File: config.mk
export PLATFORM = sky130hd
export DESIGN_NAME = deferred_section_save_scheduler
export DESIGN_NICKNAME = d
export VERILOG_FILES = /design/src/rtl/dsss_pkg.sv /design/src/rtl/deferred_section_save_scheduler.sv /design/src/rtl/dsss_cell.sv
export SDC_FILE = /design/constraint.sdc
export NUM_CORES = 2
export LEC_CHECK = 0
export BUFFER_PORTS_ARGS = -buffer_cell sky130_fd_sc_hd__buf_4
export CAP_MARGIN = 0
export CORE_AREA = 2 2 329 331
export DETAILED_ROUTE_END_ITERATION = 12
export DIE_AREA = 0 0 331 333
export PLACE_DENSITY = 0.83
export SYNTH_ARGS = -nofsm -noshare
export SYNTH_HDL_FRONTEND = slang
export SYNTH_SLANG_ARGS = --single-unit
File: constraint.sdc
create_clock -name clk -period 71.9 [get_ports clk]
set_clock_uncertainty 0.15 [all_clocks]
set_input_delay 17.975 -clock clk [delete_from_list [all_inputs] [get_ports clk]]
set_output_delay 17.975 -clock clk [all_outputs]
set_load 0.01 [all_outputs]
File: src/rtl/dsss_pkg.sv
// Package with shared types and constants of the section save scheduler.
`timescale 1ns / 1ps
package dsss_pkg;
  localparam logic [1:0] ACT_ADD  = 2'd0;
  localparam logic [1:0] ACT_SAVE = 2'd1;
  localparam logic [1:0] ACT_TICK = 2'd2;

  localparam logic [2:0] ST_ADDED     = 3'd0;
  localparam logic [2:0] ST_ADD_FAIL  = 3'd1;
  localparam logic [2:0] ST_ARMED     = 3'd2;
  localparam logic [2:0] ST_SAVE_FAIL = 3'd3;
  localparam logic [2:0] ST_WRITE     = 3'd4;

  localparam logic [1:0] REG_BASE  = 2'd0;
  localparam logic [1:0] REG_TOTAL = 2'd1;
  localparam logic [1:0] REG_GRAIN = 2'd2;
  localparam logic [1:0] REG_PAUSE = 2'd3;

  localparam logic [16:0] HDR_BYTES = 17'd3;

  typedef enum logic [1:0] {
    S_IDLE, S_ALIGN, S_SCAN, S_DRAIN
  } state_t;

  // One table entry as it moves along the ring of cells.
  typedef struct packed {
    logic        armed;
    logic [31:0] countdown;
    logic [31:0] address;
    logic [15:0] size;
  } entry_t;
endpackage

File: src/rtl/deferred_section_save_scheduler.sv
// Top level of the deferred section save scheduler.
// Usage: input transactions arrive on the s_axis channel (tdata holds action,
// section_id, data_size and delay_ticks), results leave on m_axis with tlast marking
// the final result of a transaction. Registers are written over the cfg channel,
// which is ready only while the block is idle.
// The section table is a ring of MAX_SECTIONS cells; every transaction rotates it
// once fully, one cell a cycle, and the entry at the tail is updated on its way
// back to the first cell. Entry i rests in cell MAX_SECTIONS-1-i.
// A save, tick or ignored transaction rotates the ring and then passes its last
// result on from the holding register before the next accept.
// An add first finds the remainder of its end offset by the grain, one bit a
// cycle over all 33 bits, checks that the section fits, and then rotates the ring.
// Transactions are taken one at a time.
// Each result waits in a one-deep holding register until the next one is found or
// the rotation ends. While the output register is full and not taken, the ring halts.
// Reset clears the section count, the offset, all armed flags and countdowns,
// and the registers to their defaults. There is no clearing pass.
`timescale 1ns / 1ps
module deferred_section_save_scheduler #(
  parameter int MAX_SECTIONS = 16
) (
  input  logic        clk,
  input  logic        rst,
  input  logic        s_axis_tvalid,
  output logic        s_axis_tready,
  input  logic [63:0] s_axis_tdata,  // action[1:0], section_id[9:2],
                                     // data_size[25:10], delay_ticks[57:26]
  output logic        m_axis_tvalid,
  input  logic        m_axis_tready,
  output logic [63:0] m_axis_tdata,  // status[2:0], result_id[10:3],
                                     // write_address[42:11], write_length[59:43]
  output logic        m_axis_tlast,
  input  logic        cfg_valid,
  output logic        cfg_ready,
  input  logic [1:0]  cfg_index,
  input  logic [31:0] cfg_data
);
  import dsss_pkg::*;

  localparam int IW = $clog2(MAX_SECTIONS + 1);

  logic [31:0] medium_base, medium_size;
  logic [7:0]  erase_grain;
  logic        paused;

  logic [IW-1:0] section_count;
  logic [31:0]   next_offset;

  state_t state, state_next;

  logic [1:0]    act;
  logic [7:0]    id;
  logic [15:0]   dsize;
  logic [31:0]   delay;
  logic [IW-1:0] pos;          // number of cells rotated so far
  logic [32:0]   end_in;       // unaligned end of a new section, at accept
  logic [32:0]   end_raw;
  logic [32:0]   div_sh;       // end offset shifted out MSB first
  logic [5:0]    div_cnt;
  logic [8:0]    rem;
  logic [8:0]    div_t;
  logic [8:0]    rem_step;
  logic [7:0]    gr;
  logic [8:0]    pad;
  logic [32:0]   end_al;
  logic          add_ok;

  logic          pend_valid;
  logic [2:0]    pend_status;
  logic [7:0]    pend_id;
  logic [31:0]   pend_addr;
  logic [16:0]   pend_len;

  logic          o_valid;
  logic [2:0]    o_status;
  logic [7:0]    o_id;
  logic [31:0]   o_addr;
  logic [16:0]   o_len;
  logic          o_last;

  entry_t        cells [MAX_SECTIONS];
  entry_t        tail;
  entry_t        head;
  logic          rotating;
  logic          out_free;
  logic          in_table;
  logic          tick_on;
  logic          expire;
  logic          bad_id;
  logic          id_match;
  logic [31:0]   cd_dec;
  logic [IW-1:0] last_pos;

  logic          hit;
  logic [2:0]    hit_status;
  logic [7:0]    hit_id;
  logic [31:0]   hit_addr;
  logic [16:0]   hit_len;
  logic          pend_load;
  logic          pend_clr;
  logic          o_load;

  assign tail = cells[MAX_SECTIONS-1];

  genvar g;
  generate
    for (g = 0; g < MAX_SECTIONS; g++) begin : g_cell
      if (g == 0) begin : g_first
        dsss_cell u_cell (
          .clk   (clk),
          .rst   (rst),
          .shift (rotating),
          .d     (head),
          .q     (cells[g])
        );
      end else begin : g_rest
        dsss_cell u_cell (
          .clk   (clk),
          .rst   (rst),
          .shift (rotating),
          .d     (cells[g-1]),
          .q     (cells[g])
        );
      end
    end
  endgenerate

  assign last_pos = IW'(MAX_SECTIONS - 1);
  assign out_free = !o_valid || m_axis_tready;
  assign in_table = (pos < section_count);
  assign tick_on  = (act == ACT_TICK) && !paused;
  assign cd_dec   = tail.countdown - 32'd1;
  assign expire   = tick_on && in_table && tail.armed && (tail.countdown == 32'd1);
  assign bad_id   = (id == 8'd0) || (9'(id) > 9'(section_count));
  assign id_match = (9'(id) == 9'(pos) + 9'd1);

  // Remainder of the end offset by the grain, one bit a cycle.
  assign gr       = (erase_grain == 8'd0) ? 8'd1 : erase_grain;
  assign div_t    = {rem[7:0], div_sh[32]};
  assign rem_step = (div_t >= {1'b0, gr}) ? (div_t - {1'b0, gr}) : div_t;
  assign pad      = (rem == 9'd0) ? 9'd0 : ({1'b0, gr} - rem);
  assign end_al   = end_raw + 33'(pad);
  assign end_in   = 33'(next_offset) + 33'(s_axis_tdata[25:10]) + 33'(HDR_BYTES);

  always_comb begin
    head = tail;
    if (in_table) begin
      if ((act == ACT_SAVE) && !bad_id && id_match && (delay != 32'd0)) begin
        head.armed = 1'b1;
        if (tail.countdown < delay) head.countdown = delay;
      end else if (tick_on && tail.armed && (tail.countdown != 32'd0)) begin
        head.countdown = cd_dec;
        if (cd_dec == 32'd0) head.armed = 1'b0;
      end
    end else if ((act == ACT_ADD) && add_ok && (pos == section_count)) begin
      head.armed     = 1'b0;
      head.countdown = '0;
      head.address   = medium_base + next_offset;
      head.size      = dsize;
    end
  end

  // Result found at the current ring position, if any.
  always_comb begin
    hit        = 1'b0;
    hit_status = ST_ADDED;
    hit_id     = '0;
    hit_addr   = '0;
    hit_len    = '0;
    case (act)
      ACT_ADD: begin
        hit = (pos == '0);
        if (add_ok) begin
          hit_status = ST_ADDED;
          hit_id     = 8'(section_count) + 8'd1;
          hit_addr   = medium_base + next_offset;
          hit_len    = 17'(dsize) + HDR_BYTES;
        end else begin
          hit_status = ST_ADD_FAIL;
        end
      end
      ACT_SAVE: begin
        if (bad_id) begin
          hit        = (pos == '0);
          hit_status = ST_SAVE_FAIL;
        end else begin
          hit        = id_match;
          hit_status = (delay == 32'd0) ? ST_WRITE : ST_ARMED;
          hit_id     = id;
          hit_addr   = tail.address;
          hit_len    = 17'(tail.size) + HDR_BYTES;
        end
      end
      ACT_TICK: begin
        hit        = expire;
        hit_status = ST_WRITE;
        hit_id     = 8'(pos) + 8'd1;
        hit_addr   = tail.address;
        hit_len    = 17'(tail.size) + HDR_BYTES;
      end
      default: hit = 1'b0;
    endcase
  end

  always_comb begin
    state_next = state;
    case (state)
      S_IDLE: begin
        if (s_axis_tvalid && s_axis_tready) begin
          state_next = (s_axis_tdata[1:0] == ACT_ADD) ? S_ALIGN : S_SCAN;
        end
      end
      S_ALIGN: if (div_cnt == 6'd0) state_next = S_SCAN;
      S_SCAN:  if (rotating && (pos == last_pos)) state_next = S_DRAIN;
      S_DRAIN: if (!pend_valid || out_free) state_next = S_IDLE;
      default: state_next = S_IDLE;
    endcase
  end

  always_comb begin
    s_axis_tready = (state == S_IDLE);
    cfg_ready     = (state == S_IDLE);
    rotating      = (state == S_SCAN) && out_free;
    pend_load     = rotating && hit;
    pend_clr      = (state == S_DRAIN) && pend_valid && out_free;
    o_load        = (pend_load && pend_valid) || pend_clr;
  end

  always_ff @(posedge clk) begin
    if (rst) begin
      state         <= S_IDLE;
      medium_base   <= '0;
      medium_size   <= '0;
      erase_grain   <= 8'd1;
      paused        <= 1'b0;
      section_count <= '0;
      next_offset   <= '0;
      o_valid       <= 1'b0;
      pend_valid    <= 1'b0;
    end else begin
      state <= state_next;
      if (cfg_valid && cfg_ready) begin
        case (cfg_index)
          REG_BASE:  medium_base <= cfg_data;
          REG_TOTAL: medium_size <= cfg_data;
          REG_GRAIN: erase_grain <= cfg_data[7:0];
          REG_PAUSE: paused      <= cfg_data[0];
          default:   ;
        endcase
      end
      if (o_load) begin
        o_valid <= 1'b1;
      end else if (m_axis_tready) begin
        o_valid <= 1'b0;
      end
      if (pend_load) begin
        pend_valid <= 1'b1;
      end else if (pend_clr) begin
        pend_valid <= 1'b0;
      end
      if (rotating && (pos == last_pos) && (act == ACT_ADD) && add_ok) begin
        section_count <= section_count + IW'(1);
        next_offset   <= end_al[31:0];
      end
    end
  end

  always_ff @(posedge clk) begin
    if (s_axis_tvalid && s_axis_tready) begin
      act     <= s_axis_tdata[1:0];
      id      <= s_axis_tdata[9:2];
      dsize   <= s_axis_tdata[25:10];
      delay   <= s_axis_tdata[57:26];
      end_raw <= end_in;
      div_sh  <= end_in;
      div_cnt <= 6'd33;
      rem     <= '0;
      pos     <= '0;
    end else if (state == S_ALIGN) begin
      if (div_cnt != 6'd0) begin
        div_sh  <= {div_sh[31:0], 1'b0};
        rem     <= rem_step;
        div_cnt <= div_cnt - 6'd1;
      end else begin
        add_ok <= (section_count < IW'(MAX_SECTIONS)) && (end_al <= 33'(medium_size));
      end
    end else if (rotating) begin
      pos <= pos + IW'(1);
    end
    if (pend_load) begin
      pend_status <= hit_status;
      pend_id     <= hit_id;
      pend_addr   <= hit_addr;
      pend_len    <= hit_len;
    end
    if (o_load) begin
      o_status <= pend_status;
      o_id     <= pend_id;
      o_addr   <= pend_addr;
      o_len    <= pend_len;
      o_last   <= (state == S_DRAIN);
    end
  end

  assign m_axis_tvalid = o_valid;
  assign m_axis_tlast  = o_last;
  assign m_axis_tdata  = {4'd0, o_len, o_addr, o_id, o_status};
endmodule

File: src/rtl/dsss_cell.sv
// One storage cell of the section table ring.
`timescale 1ns / 1ps
module dsss_cell (
  input  logic             clk,
  input  logic             rst,
  input  logic             shift,
  input  dsss_pkg::entry_t d,
  output dsss_pkg::entry_t q
);
  always_ff @(posedge clk) begin
    if (rst) begin
      q.armed     <= 1'b0;
      q.countdown <= '0;
    end else if (shift) begin
      q <= d;
    end
  end
endmodule

==> Yosys cells after proc, flatten, opt, wreduce, memory -nomap -nowiden <==
Index checks and enable logic that the tools add are counted.
{ "totals": {"ff_bits": 1676, "latchBits": 0, "mem_bits_rw": 0, "romBits": 0, "inputBits": 103, "output_inout_bits": 68, "memories": 0} }
{ "classes": {"n_addsub": 15, "mul": 0, "div_mod_pow": 0, "magnitude_cmp": 6, "n_eq_ne": 16, "shifts": 0, "n_mux": 38, "n_bitwise": 4, "reduce_logical": 58} }
{ "ops": {"columns": ["op", "n"], "rows": [
  ["$mux 33", 6],
  ["$mux 32", 3],
  ["$pmux 32 s3", 1],
  ["$mux 81", 1],
  ["$logic_not 32->1", 2],
  ["$reduce_bool 32->1", 2],
  ["$pmux 17 s3", 1],
  ["$mux 48", 1],
  ["$add 16x2->17 const B", 2],
  ["$mux 17", 2],
  ["$add 32x16->33", 1],
  ["$add 33x2->33 const B", 1],
  ["$add 33x9->33", 1],
  ["$le 33x32->1", 1],
  ["$add 32x32->32", 1],
  ["$eq 32x1->1 const B", 1],
  ["$lt 32x32->1", 1],
  ["$sub 32x1->32 const B", 1],
  ["$pmux 8 s3", 1],
  ["$logic_and 1x1->1", 22],
  ["$add 5x1->6 const B", 3],
  ["$mux 9", 2],
  ["$logic_not 8->1", 2],
  ["$mux 8", 2],
  ["other kinds (34)", 76]
]} }

==> Longest topological paths before layout <==
{ "logic_depth": {"ltp_word": 10, "ltp_mapped": 31, "depth_no_buf": 31} }

==> Modules after synthesis <==
Synthesis repeated with hierarchy kept, for this count alone.
{ "hier_totals": {"hier_cells": 4884, "area_unflattened_um2": 64818.4} }
{ "modules_own_cells": {"columns": ["module", "instances", "cells_each", "area_each_um2"], "rows": [
  ["dsss_cell", 16, 156, 2651.3],
  ["deferred_section_save_scheduler", 1, 2388, 22397.7]
]} }

==> Least setup slack after synthesis <==
Ideal clock, no wire load.
{ "synth_timing": {"path_type": "input to register", "from": "input m_axis_tready", "to": "register g_cell[0].g_first.u_cell.q[0] in the netlist's numbering, enable pin", "setup_time_ps": 5996, "arrival_time_ps": 32696, "setup_slack_ps": 33058, "cell_stages": 6, "n_path_buf": 2, "path_cell_list": "nand2b_1 and2_1 clkbuf_1 nand2b_1 clkbuf_1 clkinv_1"} }
{ "synth_between": {"elab_chain_len": 3} }
{ "synth_lines": {"columns": ["element", "line_no", "rtl"], "rows": [
  ["start, declared", "deferred_section_save_scheduler.sv:29", "input logic m_axis_tready,"],
  ["$logic_or 1x1->1", "deferred_section_save_scheduler.sv:129", "assign out_free = !o_valid || m_axis_tready;"],
  ["$logic_and 1x1->1", "deferred_section_save_scheduler.sv:223", "rotating = (state == S_SCAN) && out_free;"],
  ["$reduce_and 2->1 (no line)", null, null],
  ["end, declared", "dsss_cell.sv:8", "output dsss_pkg::entry_t q"]
]} }
Every way passes these cells.
A chain may end at the register's enable or synchronous reset.

==> Worst setup path in the final report <==
{ "layout_timing": {"from": "input m_axis_tready", "to": "register g_cell[0].g_first.u_cell.q[37] in the netlist's numbering, enable pin"} }
The elaborated chain is that of the path after synthesis.

==> results.json <==
{
  "crit_fanout": 104,
  "critical_path.endpoint_type": "register",
  "nFillCells": 7427,
  "first_iter_violations": 4452,
  "chipWidth_um": 331,
  "cts_buffers": 161,
  "postCtsSetupRepairBufs": 0,
  "htree_num_levels": 4,
  "power.density_nw_per_um2": 34.42,
  "cts_buffer_depth": 3,
  "die_h_um": 333,
  "synth_mux_area_share_pct": 1.116,
  "vias": 40600,
  "cts_resized": 0,
  "tns_ps": 0,
  "slew_headroom_pct": 18.01,
  "total_leakage_power_nw": 24.74,
  "placed_cell_area_um2": 65980,
  "period_share_pct": 31.78,
  "hold_class": "reg -> reg",
  "ir_worst_vdd_v": 0.00003105,
  "hold_viol": 0,
  "synth_compound_area_share_pct": 9.454,
  "status": "finished, final reports clean",
  "synth_top_family_by_area": "simple AND/OR/NAND/NOR gates",
  "async_reset_ff_share_pct": 0,
  "rows": 120,
  "critPathKind": "in -> reg",
  "timing.critical_path.mode_cell": "buf_4",
  "grt_antenna_before_repair": 14,
  "synth-xor-area-share_pct": 2.183,
  "numClockSinks": 1676,
  "busiest_layer": "met2",
  "synthFlopType": "edfxtp_1",
  "ctsHoldBuffers": 0,
  "area_growth_pct": 12.03,
  "ios": 171,
  "grt_max_degree": 245,
  "drc": 0,
  "die_area_um2": 110200,
  "crit_chain": "buf_4, nand2b_1, and2_4, nand2b_1, inv_8, buf_4, buf_4, buf_4",
  "synthCells": 5447,
  "synth_area_um2": 63680,
  "period_needed_ps": 22850,
  "cts-root-buf": "clkbuf_16",
  "grt_util_all_layers_pct": 24.69,
  "clk_pin_slew_ps": 60,
  "grt_pass1_vias": 38350,
  "synth_edf_count": 1014,
  "grt_pass1_wl_um": 212100,
  "first_pass_iters": 6,
  "synth-warning-count": 0,
  "grt_use_met3_pct": 4.521,
  "fmax_ghz": 0.04377,
  "rsz0062_at_grt": "false",
  "worstPathRequired_ps": 72150,
  "cts_tree": "built",
  "core_um2": 106600,
  "tightestPinTransition_ps": 1230,
  "postSynthAreaPerCell_um2": 11.69,
  "via_per_inst": 5.735,
  "use_met2_pct": 37.61,
  "final_nets": 5820,
  "synth-simple-area-share_pct": 12.41,
  "maxCapViolations": 0,
  "grt_overflow": 0,
  "clock_latency_ps": 810,
  "wl_per_cell_um": 19.43,
  "final_max_slew_viol_count": 0,
  "critPathArrivalTime_ps": 23100,
  "gp_congestion": 0.9194,
  "dpl.hpwl_um": 84270,
  "synthAdderAreaFrac_pct": 3.635,
  "ys_seq_elements": 1676,
  "slowest_delay_ps": 1010,
  "fin_area_um2": 71340,
  "use_met1_pct": 35.87,
  "drt-total-wl_um": 137600,
  "setup_viol": 0,
  "io_buffers": 160,
  "initial_core_util_pct": 59.74,
  "drive_gt1_share_pct": 9.264,
  "seq_area_frac_synth_pct": 68.62,
  "drtAntennaViolNets": 0,
  "ys_types": 84,
  "cp-start-kind": "input pin",
  "slowest_stage": "buf_4"
}
==> synth_stat cells (13+ instances only) <==
cell	count	share of area, %
a211oi_1	25	0.29
a21o_1	47	0.55
a21oi_1	693	5.4
a22o_1	25	0.34
a31oi_1	21	0.21
and2_1	13	0.13
and3_1	35	0.34
clkbuf_1	261	1.5
dfxtp_1	662	21
edfxtp_1	1014	48
ha_1	177	3.5
inv_1	144	0.85
mux2_2	56	0.99
nand2_1	1364	8.0
nand2b_1	17	0.17
nand3_1	53	0.42
nand4_1	40	0.39
nor2_1	185	1.1
nor2b_1	17	0.17
nor3_1	63	0.50
nor4_1	27	0.27
o21a_1	18	0.21
o21ai_0	81	0.64
o21ai_1	14	0.11
o21bai_1	15	0.18
o22ai_1	34	0.33
xnor2_1	96	1.3
xor2_1	60	0.83
==> final timing paths <==
path                                    end                          start  slack [ps]  cells past startpoint
max          g_cell[0].g_first.u_cell.q[37]                  m_axis_tready       49050                      8
min           g_cell[12].g_rest.u_cell.q[9]  g_cell[11].g_rest.u_cell.q[9]         220                      0
max reg2reg                          add_ok                 erase_grain[4]       65290                     28
min reg2reg   g_cell[12].g_rest.u_cell.q[9]  g_cell[11].g_rest.u_cell.q[9]         220                      0
==> stage by stage <==
stage                     utilization (%)  total power, mW  hold slack, ps  setup WS (ps)  cells
after CTS                           66.90            2.467           215.7          49170   7070
after global routing                66.92            2.557           228.0          48740   7075
after global placement              61.89            1.601           250.4          48520   6775
after detailed placement            61.89            1.616           254.5          48380   6775
after floorplan                         -            1.546           250.3          33060   5452
final                               66.92            2.456           224.0          49050   7079
==> layout by cell type, fill, tap and decap left out, drive strengths merged, types with 11 or more instances in the layout <==
cell type,count
nand2,1364
edfxtp,1014
a21oi,693
dfxtp,662
clkbuf,219
buf,201
nor2,186
ha,177
inv,153
xnor2,96
o21ai,95
nor3,64
xor2,60
mux2,56
nand3,53
clkinv,50
a21o,47
nand4,40
and3,35
o22ai,34
nor4,29
a211oi,26
a22o,25
a31oi,21
o21a,18
nand2b,18
nor2b,17
o21bai,15
and2,15
and4,12
nor3b,12
or3,11
==> layer usage <==
layer	vias to the layer above	routed length [um]
li1	19280	-
met1	19580	60170
met2	1451	63200
met3	285	10420
met4	2	3757
met5	-	14
==> logic make-up after synthesis <==
| logic type | Yosys count |
|---|---|
| simple gates | 1884 |
| flops | 1676 |
| compound gates | 1056 |
| buf+inv | 427 |
| fa+ha+maj | 182 |
| xor+xnor | 157 |
| mux | 64 |
| other cells | 1 |
==> final cells by class <==
class | count | area, um2 | area share, %
sequential | 1676 | 43700 | 61.26
clock inverter | 76 | 954.7 | 1.338
multi-input combinational | 3349 | 18410 | 25.80
inverter | 146 | 558.0 | 0.7822
tap | 1403 | 1755 | 2.461
timing repair buffer | 201 | 1554 | 2.178
antenna | 9 | 22.52 | 0.03157
clock buffer | 219 | 4389 | 6.152
==> registers in the layout, summed over array words and instances (netlist names), 9 cells and up <==
name	count
g_cell.g_rest.u_cell.q	1215
pend_len	17
delay	32
o_addr	32
end_raw	33
next_offset	32
rem	9
medium_size	32
g_cell.g_first.u_cell.q	81
dsize	16
o_len	17
pend_addr	32
div_sh	33
medium_base	32
==> critical path, delay by kind of cell <==
| kind | cells | cell delay, ps |
|---|---|---|
| simple gates | 3 | 1260 |
| buf+inv | 5 | 3630 |
==> power by group <==
group	switching (mW)	total, mW	internal, mW
Combinational	0.267	0.385	0.118
Clock	0.373	0.846	0.472
Sequential	0.0563	1.23	1.17
Power figures use the tool's default switching activity.
